--- config.mk ---
export PLATFORM = sky130hd
export DESIGN_NAME = dda_line_color_gradient
export DESIGN_NICKNAME = d
export VERILOG_FILES = /design/src/rtl/dlcg_pkg.sv /design/src/rtl/dlcg_div.sv /design/src/rtl/dda_line_color_gradient.sv
export SDC_FILE = /design/constraint.sdc
export NUM_CORES = 1
export LEC_CHECK = 0
export CORE_MARGIN = 10
export CORE_UTILIZATION = 61
export CTS_BUF_LIST = sky130_fd_sc_hd__clkbuf_16
export CTS_CLUSTER_DIAMETER = 150
export DETAILED_ROUTE_END_ITERATION = 10
export DONT_BUFFER_PORTS = 1
export GPL_TIMING_DRIVEN = 0
export PLACE_DENSITY = 0.77
export SLEW_MARGIN = 30
export SYNTH_ARGS = -nofsm -noshare
export SYNTH_HDL_FRONTEND = slang
export SYNTH_SLANG_ARGS = --single-unit
--- constraint.sdc ---
create_clock -name i_clk -period 7.7 [get_ports i_clk]
set_input_delay 1.54 -clock i_clk [delete_from_list [all_inputs] [get_ports i_clk]]
set_output_delay 1.54 -clock i_clk [all_outputs]
set_load 0.05 [all_outputs]
--- src/rtl/dlcg_pkg.sv ---
package dlcg_pkg;

    // Field widths fixed by the segment and pixel formats
    localparam int COORD_W = 12;
    localparam int CH_W    = 8;
    localparam int COLOR_W = 3 * CH_W;

    // Defaults for the top-level parameters
    localparam int MAX_SPAN_DEF  = 63;
    localparam int FRAC_BITS_DEF = 16;

    // Sequencer states
    typedef enum logic [1:0] {
        S_IDLE,
        S_DIV_START,
        S_DIV_WAIT,
        S_EMIT
    } t_state;

    // Which quotient the shared divider is working on
    typedef enum logic [2:0] {
        DIV_X,
        DIV_Y,
        DIV_R,
        DIV_G,
        DIV_B
    } t_div_sel;

endpackage

--- src/rtl/dlcg_div.sv ---
// Restoring divider, one quotient bit per cycle.
// Fraction mode: quot = (num << FRAC_BITS) / den, with num <= den.
// Channel mode:  quot = num[CH_W-1:0] / den.
module dlcg_div import dlcg_pkg::*; #(
    parameter int FRAC_BITS = FRAC_BITS_DEF
) (
    input  logic                 i_clk,
    input  logic                 i_rst_n,
    input  logic                 i_start,
    input  logic                 i_frac,
    input  logic [COORD_W-1:0]   i_num,
    input  logic [COORD_W-1:0]   i_den,
    output logic                 o_done,
    output logic [FRAC_BITS:0]   o_quot
);

    localparam int QW = FRAC_BITS + 1;
    localparam int NW = $clog2(QW + 1);

    logic                r_busy;
    logic                r_done;
    logic [NW-1:0]       r_left;
    logic [COORD_W-1:0]  r_rem;
    logic [QW-1:0]       r_sr;

    logic [COORD_W:0]    w_trial;
    logic [COORD_W:0]    w_diff;
    logic                w_ge;
    logic [COORD_W-1:0]  n_rem;
    logic [QW-1:0]       n_sr;

    // Shift in the next dividend bit and try a subtract
    always_comb begin
        w_trial = {r_rem, r_sr[QW-1]};
        w_diff  = w_trial - {1'b0, i_den};
        w_ge    = (w_trial >= {1'b0, i_den});
        n_rem   = w_ge ? w_diff[COORD_W-1:0] : w_trial[COORD_W-1:0];
        n_sr    = {r_sr[QW-2:0], w_ge};
    end

    // Control: busy flag, iteration count, done pulse
    always_ff @(posedge i_clk) begin
        if (!i_rst_n) begin
            r_busy <= 1'b0;
            r_done <= 1'b0;
            r_left <= '0;
        end else begin
            r_done <= 1'b0;
            if (i_start) begin
                r_busy <= 1'b1;
                r_left <= i_frac ? NW'(QW) : NW'(CH_W);
            end else if (r_busy) begin
                r_left <= r_left - 1'b1;
                if (r_left == NW'(1)) begin
                    r_busy <= 1'b0;
                    r_done <= 1'b1;
                end
            end
        end
    end

    // Datapath: partial remainder and dividend/quotient shift register
    always_ff @(posedge i_clk) begin
        if (i_start) begin
            if (i_frac) begin
                // leading quotient bits are zero since num <= den: skip them
                r_rem <= {1'b0, i_num[COORD_W-1:1]};
                r_sr  <= {i_num[0], {(QW-1){1'b0}}};
            end else begin
                r_rem <= '0;
                r_sr  <= {i_num[CH_W-1:0], {(QW-CH_W){1'b0}}};
            end
        end else if (r_busy) begin
            r_rem <= n_rem;
            r_sr  <= n_sr;
        end
    end

    assign o_done = r_done;
    assign o_quot = r_sr;

endmodule

--- src/rtl/dda_line_color_gradient.sv ---
// DDA line rasterizer with per-channel color stepping.
//
// Input channel (i_valid / o_ready): one line segment per transaction, start and
// end points plus a start and end color. Output channel (o_valid / i_ready): one
// pixel per transaction, in drawing order, with o_last_pixel on the final pixel
// and o_span_clipped on every pixel of a segment longer than MAX_SPAN.
//
// A segment is taken only while the block is idle. Setup runs five divisions on
// one shared restoring divider: two for the x and y steps, three for the color
// steps. A zero-length segment skips setup, and its pixel follows acceptance in
// the next cycle. Pixels then leave at one per cycle while the receiver is ready,
// up to MAX_SPAN+1 of them.
//
// When the receiver stalls, the current pixel holds on the outputs and the walk
// pauses. Synchronous reset returns to idle with no pixel pending; nothing else
// needs clearing.
module dda_line_color_gradient import dlcg_pkg::*; #(
    parameter int MAX_SPAN  = MAX_SPAN_DEF,
    parameter int FRAC_BITS = FRAC_BITS_DEF
) (
    input  logic                       i_clk,
    input  logic                       i_rst_n,
    input  logic                       i_valid,
    output logic                       o_ready,
    input  logic signed [COORD_W-1:0]  i_start_x,
    input  logic signed [COORD_W-1:0]  i_start_y,
    input  logic signed [COORD_W-1:0]  i_end_x,
    input  logic signed [COORD_W-1:0]  i_end_y,
    input  logic [COLOR_W-1:0]         i_start_color,
    input  logic [COLOR_W-1:0]         i_end_color,
    output logic                       o_valid,
    input  logic                       i_ready,
    output logic signed [COORD_W-1:0]  o_pixel_x,
    output logic signed [COORD_W-1:0]  o_pixel_y,
    output logic [COLOR_W-1:0]         o_pixel_color,
    output logic                       o_span_clipped,
    output logic                       o_last_pixel
);

    localparam int AW = COORD_W + 1 + FRAC_BITS;  // coordinate accumulator
    localparam int IW = FRAC_BITS + 2;            // signed coordinate step
    localparam int CW = (MAX_SPAN > 1) ? $clog2(MAX_SPAN + 1) : 1;

    t_state    r_state, n_state;
    t_div_sel  r_sel, n_sel;

    logic                       w_in_fire;
    logic                       w_out_fire;
    logic                       w_div_start;
    logic                       w_div_frac;
    logic [COORD_W-1:0]         w_div_num;
    logic                       w_div_done;
    logic [FRAC_BITS:0]         w_quot;

    // Segment setup terms
    logic signed [COORD_W:0]    w_dx, w_dy;
    logic [COORD_W-1:0]         w_ax, w_ay, w_step;
    logic                       w_clip;
    logic [CH_W:0]              w_cd   [3];
    logic [CH_W-1:0]            w_cmag [3];

    // Per-segment registers
    logic [COORD_W-1:0]         r_ax, r_ay, r_step;
    logic                       r_xneg, r_yneg;
    logic [CH_W-1:0]            r_cmag [3];
    logic                       r_cneg [3];
    logic                       r_clipped;
    logic [CW-1:0]              r_last_idx;
    logic [CW-1:0]              r_cnt;
    logic signed [AW-1:0]       r_xacc, r_yacc;
    logic signed [IW-1:0]       r_xinc, r_yinc;
    logic [CH_W-1:0]            r_ch   [3];
    logic [CH_W-1:0]            r_cinc [3];
    logic                       w_last;

    logic [IW-1:0]              w_qext;
    logic [CH_W-1:0]            w_q8;
    logic signed [AW-1:0]       w_xq, w_yq;

    assign w_in_fire  = i_valid && o_ready;
    assign w_out_fire = o_valid && i_ready;
    assign w_last     = (r_cnt == r_last_idx);

    // Deltas, magnitudes and span from the segment on the input
    always_comb begin
        w_dx   = {i_end_x[COORD_W-1], i_end_x} - {i_start_x[COORD_W-1], i_start_x};
        w_dy   = {i_end_y[COORD_W-1], i_end_y} - {i_start_y[COORD_W-1], i_start_y};
        w_ax   = w_dx[COORD_W] ? COORD_W'(-w_dx) : w_dx[COORD_W-1:0];
        w_ay   = w_dy[COORD_W] ? COORD_W'(-w_dy) : w_dy[COORD_W-1:0];
        w_step = (w_ax > w_ay) ? w_ax : w_ay;
        w_clip = (w_step > COORD_W'(MAX_SPAN));
        for (int k = 0; k < 3; k++) begin
            w_cd[k]   = {1'b0, i_end_color[(2-k)*CH_W +: CH_W]}
                      - {1'b0, i_start_color[(2-k)*CH_W +: CH_W]};
            w_cmag[k] = w_cd[k][CH_W] ? CH_W'(-w_cd[k]) : w_cd[k][CH_W-1:0];
        end
    end

    // Next state
    always_comb begin
        n_state = r_state;
        unique case (r_state)
            S_IDLE: begin
                if (i_valid) begin
                    n_state = (w_step == '0) ? S_EMIT : S_DIV_START;
                end
            end
            S_DIV_START: begin
                n_state = S_DIV_WAIT;
            end
            S_DIV_WAIT: begin
                if (w_div_done) begin
                    n_state = (r_sel == DIV_B) ? S_EMIT : S_DIV_START;
                end
            end
            S_EMIT: begin
                if (i_ready && w_last) begin
                    n_state = S_IDLE;
                end
            end
            default: n_state = S_IDLE;
        endcase
    end

    // State outputs
    always_comb begin
        o_ready     = 1'b0;
        o_valid     = 1'b0;
        w_div_start = 1'b0;
        unique case (r_state)
            S_IDLE:      o_ready     = 1'b1;
            S_DIV_START: w_div_start = 1'b1;
            S_DIV_WAIT:  ;
            S_EMIT:      o_valid     = 1'b1;
            default:     ;
        endcase
    end

    // Divider operand select and next quotient slot
    always_comb begin
        w_div_frac = 1'b0;
        w_div_num  = '0;
        n_sel      = r_sel;
        unique case (r_sel)
            DIV_X: begin
                w_div_frac = 1'b1;
                w_div_num  = r_ax;
                n_sel      = DIV_Y;
            end
            DIV_Y: begin
                w_div_frac = 1'b1;
                w_div_num  = r_ay;
                n_sel      = DIV_R;
            end
            DIV_R: begin
                w_div_num = {{(COORD_W-CH_W){1'b0}}, r_cmag[0]};
                n_sel     = DIV_G;
            end
            DIV_G: begin
                w_div_num = {{(COORD_W-CH_W){1'b0}}, r_cmag[1]};
                n_sel     = DIV_B;
            end
            DIV_B: begin
                w_div_num = {{(COORD_W-CH_W){1'b0}}, r_cmag[2]};
                n_sel     = DIV_B;
            end
            default: n_sel = DIV_X;
        endcase
    end

    dlcg_div #(
        .FRAC_BITS (FRAC_BITS)
    ) u_div (
        .i_clk   (i_clk),
        .i_rst_n (i_rst_n),
        .i_start (w_div_start),
        .i_frac  (w_div_frac),
        .i_num   (w_div_num),
        .i_den   (r_step),
        .o_done  (w_div_done),
        .o_quot  (w_quot)
    );

    assign w_qext = {1'b0, w_quot};
    assign w_q8   = w_quot[CH_W-1:0];

    // Control registers
    always_ff @(posedge i_clk) begin
        if (!i_rst_n) begin
            r_state <= S_IDLE;
            r_sel   <= DIV_X;
            r_cnt   <= '0;
        end else begin
            r_state <= n_state;
            if (w_in_fire) begin
                r_sel <= DIV_X;
                r_cnt <= '0;
            end else begin
                if (r_state == S_DIV_WAIT && w_div_done) begin
                    r_sel <= n_sel;
                end
                if (w_out_fire) begin
                    r_cnt <= r_cnt + 1'b1;
                end
            end
        end
    end

    // Segment capture, step results and the pixel walk
    always_ff @(posedge i_clk) begin
        if (w_in_fire) begin
            r_ax       <= w_ax;
            r_ay       <= w_ay;
            r_step     <= w_step;
            r_xneg     <= w_dx[COORD_W];
            r_yneg     <= w_dy[COORD_W];
            r_clipped  <= w_clip;
            r_last_idx <= w_clip ? CW'(MAX_SPAN) : w_step[CW-1:0];
            r_xacc     <= {i_start_x[COORD_W-1], i_start_x, {FRAC_BITS{1'b0}}};
            r_yacc     <= {i_start_y[COORD_W-1], i_start_y, {FRAC_BITS{1'b0}}};
            r_xinc     <= '0;
            r_yinc     <= '0;
            for (int k = 0; k < 3; k++) begin
                r_cmag[k] <= w_cmag[k];
                r_cneg[k] <= w_cd[k][CH_W];
                r_ch[k]   <= i_start_color[(2-k)*CH_W +: CH_W];
                r_cinc[k] <= '0;
            end
        end else if (r_state == S_DIV_WAIT && w_div_done) begin
            // apply the sign to the magnitude quotient
            case (r_sel)
                DIV_X:   r_xinc    <= r_xneg ? IW'(-w_qext) : w_qext;
                DIV_Y:   r_yinc    <= r_yneg ? IW'(-w_qext) : w_qext;
                DIV_R:   r_cinc[0] <= r_cneg[0] ? CH_W'(~w_q8 + 1'b1) : w_q8;
                DIV_G:   r_cinc[1] <= r_cneg[1] ? CH_W'(~w_q8 + 1'b1) : w_q8;
                DIV_B:   r_cinc[2] <= r_cneg[2] ? CH_W'(~w_q8 + 1'b1) : w_q8;
                default: ;
            endcase
        end else if (w_out_fire) begin
            // advance to the next pixel
            r_xacc <= r_xacc + AW'(r_xinc);
            r_yacc <= r_yacc + AW'(r_yinc);
            for (int k = 0; k < 3; k++) begin
                r_ch[k] <= r_ch[k] + r_cinc[k];
            end
        end
    end

    // Truncate accumulators toward zero
    assign w_xq = r_xacc >>> FRAC_BITS;
    assign w_yq = r_yacc >>> FRAC_BITS;

    assign o_pixel_x = w_xq[COORD_W-1:0]
                     + COORD_W'(r_xacc[AW-1] && (r_xacc[FRAC_BITS-1:0] != '0));
    assign o_pixel_y = w_yq[COORD_W-1:0]
                     + COORD_W'(r_yacc[AW-1] && (r_yacc[FRAC_BITS-1:0] != '0));
    assign o_pixel_color  = {r_ch[0], r_ch[1], r_ch[2]};
    assign o_span_clipped = r_clipped;
    assign o_last_pixel   = w_last;

endmodule

# [Word level (Yosys, flattened, before mapping)]
# Memory sizes are Yosys's and may differ from the RTL's.
# Index checks and enable logic that the tools add are counted.
[totals] romBits=0 register_bits=186 output_inout_bits=52 latch_bits=0 mem_bits_rw=75 input_bits=100 word_cells=162 memories=4
[memory_table] memory="r_ch" words=3 width=8 rd=3 rd_ports_with_merged_regs=0 write_ports=3 line_no="dda_line_color_gradient.sv:72" text="logic [CH_W-1:0] r_ch [3];"
[memory_table] memory="r_cinc" words=3 width=8 rd=3 rd_ports_with_merged_regs=0 write_ports=3 line_no="dda_line_color_gradient.sv:73" text="logic [CH_W-1:0] r_cinc [3];"
[memory_table] memory="r_cmag" words=3 width=8 rd=3 rd_ports_with_merged_regs=0 write_ports=3 line_no="dda_line_color_gradient.sv:65" text="logic [CH_W-1:0] r_cmag [3];"
[memory_table] memory="r_cneg" words=3 width=1 rd=3 rd_ports_with_merged_regs=0 write_ports=3 line_no="dda_line_color_gradient.sv:66" text="logic r_cneg [3];"
[op_classes] multipliers=0 div=0 reduce_logical=22 shifts=0 n_eq_ne=13 n_bitwise=10 muxes=67 magnitude_cmp=3 n_addsub=22
[op_table] cell="$mux 29" n=6
[op_table] cell="$mux 8" n=12
[op_table] cell="$mux 12" n=6
[op_table] cell="$pmux 12 s5" n=1
[op_table] cell="$add 29x18->29" n=2
[op_table] cell="$mux 17" n=3
[op_table] cell="$mux 18" n=2
[op_table] cell="$reduce_bool 16->1" n=2
[op_table] cell="$sub 8x8->9" n=3
[op_table] cell="$mux 1" n=26
[op_table] cell="$sub 12x12->13" n=2
[op_table] cell="$add 12x1->12" n=2
[op_table] cell="$add 8x8->8" n=3
[op_table] cell="$neg 12->12" n=2
[op_table] cell="$neg 8->8" n=3
[op_table] cell="$neg 17->18" n=1
[op_table] cell="$mux 5" n=3
[op_table] cell="$ge 13x12->1" n=1
[op_table] cell="$gt 12x12->1" n=1
[op_table] cell="$gt 12x6->1 const B" n=1
[op_table] cell="$logic_not 12->1" n=1
[op_table] cell="$pmux 3 s4" n=1
[op_table] cell="$sub 12x12->12" n=1
[op_table] cell="$mux 11" n=1
[op_table] cell="25 further kinds" n=51

# [Longest topological paths before layout]
[logic_depth] ltp_word=9 depth_mapped=23 depth_no_buf=22

# [By module]
# From an unflattened synthesis, not the netlist that was laid out.
[hier_totals] cells_unflattened=2053 hier_area_um2=18798.0
[modules_own_cells] mod="dda_line_color_gradient" cells_each=1847 area_per_inst_um2=16624.7 n_inst=1
[modules_own_cells] mod="dlcg_div" cells_each=206 area_per_inst_um2=2173.3 n_inst=1

# [Worst setup path after synthesis]
# No wires, ideal clock.
[synth_timing] path_kind="input to register" startpoint="input port i_end_x[0]" endpoint="register r_last_idx[3] (data pin)" t_arrival_ns=6.703 n_path_buf=1 required_time_ns=7.438 path_slack_ns=0.735 setup_ns=0.262 stages=22 cell_sequence="inv_1 > ha_1 > inv_1 > fa_1 > a211oi_1 > nor2_1 > xor2_1 > nor4_1 > nand4_1 > o31a_1 > xor2_1 > ha_1 > nand4_1 > nor2_1 > o21ai_0 > a31oi_1 > clkinv_1 > mux2_2 > a211oi_1 > or4b_1 > clkbuf_1 > or2_2"
[synth_via] elab_chain_len=6
[synth_lines] item="start: declaration" line_no="dda_line_color_gradient.sv:27" text="input logic signed [COORD_W-1:0] i_end_x,"
[synth_lines] item="$sub 12x12->13 *" line_no="dda_line_color_gradient.sv:86" text="w_dx = {i_end_x[COORD_W-1], i_end_x} - {i_start_x[COORD_W-1], i_start_x};"
[synth_lines] item="$neg 12->12" line_no="dda_line_color_gradient.sv:88" text="w_ax = w_dx[COORD_W] ? COORD_W'(-w_dx) : w_dx[COORD_W-1:0];"
[synth_lines] item="$mux 12 *" line_no="dda_line_color_gradient.sv:88"
[synth_lines] item="via w_ax[10]" line_no="dda_line_color_gradient.sv:57" text="logic [COORD_W-1:0] w_ax, w_ay, w_step;"
[synth_lines] item="$gt 12x12->1 *" line_no="dda_line_color_gradient.sv:90" text="w_step = (w_ax > w_ay) ? w_ax : w_ay;"
[synth_lines] item="$mux 12 *" line_no="dda_line_color_gradient.sv:90"
[synth_lines] item="via w_step[6]" line_no="dda_line_color_gradient.sv:57"
[synth_lines] item="$gt 12x6->1 *" line_no="dda_line_color_gradient.sv:91" text="w_clip = (w_step > COORD_W'(MAX_SPAN));"
[synth_lines] item="via w_clip" line_no="dda_line_color_gradient.sv:58" text="logic w_clip;"
[synth_lines] item="end signal: assignment" line_no="dda_line_color_gradient.sv:218" text="r_last_idx <= w_clip ? CW'(MAX_SPAN) : w_step[CW-1:0];"
[synth_lines] item="end: declaration" line_no="dda_line_color_gradient.sv:68" text="logic [CW-1:0] r_last_idx;"
# The timed path passes the listed nets; every way through them passes the cells marked *.
# A chain may end at the register's enable or synchronous reset.

# [Final worst setup path]
[layout_timing] startpoint="input port i_end_x[0]" endpoint="register r_last_idx[1] (data pin)"
# The elaborated chain is that of the path after synthesis.

==> results by group <==
Floorplan
  – Die width: roughly 190 um
  – Initial Utilization: between 60 and 70%
  – # IOs: 152
  – Die H: about 190 um
  – Die area: 0.0374 mm2
  – FP Rows: between 60 and 70
  – Core Box Area: between 0.02 and 0.03 mm2

Placement
  – DPL Wire Length: roughly 40000 um
  – Placed inst area: between 0.015 and 0.02 mm2
  – Final Wtd Congestion: between 0.9 and 1
  – Port bufs: 0
  – Post-Place Cells: around 2.4k

Synthesis
  – Mapped cell area: ~0.018 mm2
  – Cell count after synthesis: 1973
  – Net count after synthesis: roughly 2.2k
  – Post-synth top area share: 28.7%
  – Ys flop type: edfxtp_1
  – Post-synth ARST share: 0%
  – Number of flops mapped to enable cells by yosys: between 150 and 200
  – Adder-Cell Fraction of Synth Area: between 10% and 20%
  – Post-synthesis compound-gate area fraction: about 17%
  – Yosys reg bits: around 260
  – Synth Area per Inst: between 9 and 10 um2
  – Top area cells in the synthesized netlist: edfxtp_1 (29%), ha_1 (11%), dfxtp_1 (9.4%), xnor2_1 (5.7%), xor2_1 (5.3%)
  – YS warnings: 0
  – XOR/XNOR Fraction of Synth Area: 11.0%
  – Post-synthesis sequential area ratio: around two fifths
  – Mux contribution to synthesized area: under 10%
  – Main combinational cell family by area after synthesis: compound AO/OA/AOI/OAI gates
  – Post-synthesis simple-gate area fraction: approximately 14%
  – Synth area leader: edfxtp_1
  – Synth cell types: 70

Final layout
  – Post-route insts no fill: 2421
  – Post-layout util: 67.3%
  – Antenna fix cells: 0
  – Share of layout cells above drive strength 1: between 5 and 6%
  – Nets: 2281
  – Synth-to-layout area growth: 8.80%
  – Design Area, Final: around 0.02 mm2
  – Fill cells: roughly 2.3k

Clock network
  – CTS H-tree depth: 1
  – Root buf cell: clkbuf_16
  – Clock Latency Late Sink: around 0.56 ns
  – Worst-path clk slew: 0.06 ns
  – CTS tree: built
  – Num Clock Sinks: roughly 260
  – Clock tree buffer depth: 3
  – Post-CTS Hold Buffers: 0
  – CTS buffer count: 29

Route
  – TritonRoute pass-1 iters: 5
  – M1 WL: between 20000 and 25000 um
  – Via density per instance: 6.18
  – Routed via count: ~15k
  – Uppermost layer routed: met4
  – WL/cell: roughly 21 um
  – Detailed Route WL: 50400 um
  – Routed met3 length: around 3800 um
  – Met2 WL: roughly 24000 um
  – DRC violations left: 0
  – Initial DRC Count: 1348
  – Detail Route Antenna Nets: 0

Flow run
  – Max-cap check violation count: 0

Worst setup path
  – Startpoint type of the worst setup path: primary input
  – Crit Path Class: primary input to flop
  – CP Data Arrival Time: 7.28 ns
  – Element type at the critical path end: flop
  – Worst path required time: between 8 and 9 ns
  – CP max FO: 10

Power
  – Flop pwr share: about two fifths
  – Cell Pwr Density: 236 mW/mm2
  – Net switching power: about 1.7 mW
  – Int Power: slightly above 3 mW
  – Max VDD drop: 231 uV
  – Logic pwr share: 32.8%
  – Leak: 8.49 nW
  – Switching share of total power: 35.2%
  – Clk pwr share: 27.7%

Min path
  – Hold Crit Class: flop to flop

STA
  – Fin. max-slew vios: 0
  – Final hold violations: 0
  – RSZ-0062 raised after global routing: false
  – Min Hold Slack: between 0.4 and 0.5 ns
  – Fin crit period: roughly 7.0 ns
  – Slew margin rel.: 30.3%
  – Clock Skews: 0.0140 ns
  – Final setup viols: 0
  – Setup TNS: 0 ns
  – Final worst path period share: between 90 and 100%
  – Max Freq: about 140 MHz
  – Least-Margin Pin Slew: about 1.0 ns

Global routing
  – Grt ovf: 0
  – GRT Util Overall: 25.7%
  – Number of global-route vias before repair: approximately 14k
  – First-pass GRT wire length: between 70000 and 80000 um
  – Largest net degree at the start of global routing: 32
  – Initial antenna violation count: 0

Run status
  – Status: finished clean
layout make-up:
| cell class | instances | area, um2 | area share (%) |
|---|---|---|---|
| Inverter | 158 | 593 | 2.97 |
| Tap cell | 390 | 488 | 2.45 |
| Clock buffer | 30 | 751 | 3.77 |
| Timing Repair Buffer | 4 | 51.3 | 0.257 |
| Clock inverter | 24 | 139 | 0.697 |
| Buffer | 66 | 265 | 1.33 |
| Sequential cell | 261 | 6980 | 35.0 |
| Multi-Input combinational cell | 1488 | 10700 | 53.5 |
cell families after synthesis:
kind of cell	after synthesis
xor gates and xnor gates	230
AOI/OAI and AO/OA	484
DFF	261
and+or+nand+nor	555
adders and majority gates	173
buffers and inverters	224
muxes	46
worst paths after layout:
path	startpoint	endpoint	slack (ns)	depth (start not counted)
worst min-delay path	r_yacc[11]	r_yacc[11]	0.47	2
worst max-delay path	i_end_x[0]	r_last_idx[1]	0.73	22
worst min register to register	r_yacc[11]	r_yacc[11]	0.47	2
worst max register to register	u_div.o_quot[1]	r_yinc[14]	3.58	13
state kept, by name, summed over array words and instances, names as in the netlist, 2 cells and up:
name          cells
r_cmag           24
r_ax             12
r_xacc           29
r_ch             24
r_last_idx        6
u_div.r_left      5
r_step           12
r_cneg            3
r_ay             12
r_sel             3
r_state           2
u_div.o_quot     17
r_xinc           18
r_yinc           18
r_yacc           29
u_div.r_rem      12
r_cnt             6
r_cinc           24
what timing repair did:
item / CTS / global route
setup buffers: 0 / 0
resized for setup: 0 / 1
endpoints found under the setup margin: 0 / 4
per-layer routing:
layer,track usage (%),vias up
li1,-,7100
met1,33.8,7211
met2,42.9,565
met3,4.27,84
met4,6.98,0
met5,0,-
through the flow:
stage / worst slack, ns / total power, mW
floorplan: 0.735 / 3.01
global placement: -0.356 / 3.34
detailed placement: -0.00393 / 3.39
CTS: 0.562 / 4.70
global route: 0.207 / 4.95
finish: 0.728 / 4.71
power by group through the flow:
stage,Combinational (mW),Sequential (mW),Clock [mW]
floorplan,1.16,1.85,0
global placement,1.45,1.89,0
detailed placement,1.50,1.89,0
CTS,1.52,1.86,1.32
global route,1.70,1.88,1.37
finish,1.54,1.86,1.31
synth_stat cells (all sizes together) (31+ instances only):
library cell	instances
nand2b	31
a211oi	44
clkbuf	55
o21ai	122
nand2	189
xor2	110
nand3	37
dfxtp	86
xnor2	120
ha	162
inv	156
a21oi	117
edfxtp	175
nor2	149
a21o	60
mux2i	31
critical path, cell delays in order:
cell	delay, ns
inv_1	0.04
ha_1	0.16
inv_1	0.05
fa_1	0.42
a211oi_1	0.33
nor2_1	0.10
xor2_1	0.18
nor4_1	0.57
nand3_1	0.20
o41ai_1	0.35
xnor2_1	0.23
ha_1	0.35
nand4_1	0.14
nor2_1	0.12
o21ai_0	0.15
a31oi_4	0.41
clkinv_1	0.38
mux2_2	0.39
a211oi_1	0.18
or4b_1	0.47
clkbuf_1	0.20
or2_2	0.31
cell usage in the layout (no fill, tap or decap), drive strengths merged, types with 11 or more instances in the layout:
| cell type | instances |
|---|---|
| nand2 | 189 |
| edfxtp | 175 |
| inv | 173 |
| ha | 162 |
| nor2 | 149 |
| o21ai | 122 |
| xnor2 | 120 |
| a21oi | 117 |
| xor2 | 110 |
| dfxtp | 86 |
| clkbuf | 85 |
| a21o | 60 |
| a211oi | 44 |
| nand3 | 37 |
| nand2b | 31 |
| mux2i | 31 |
| o22ai | 28 |
| nor2b | 27 |
| o21bai | 20 |
| and2 | 18 |
| nor3 | 18 |
| and3 | 16 |
| nand4 | 16 |
| nor4 | 15 |
| or3 | 15 |
| buf | 15 |
| o31ai | 13 |
| o21a | 12 |
| fa | 11 |
(Power assumes the default switching activity.)
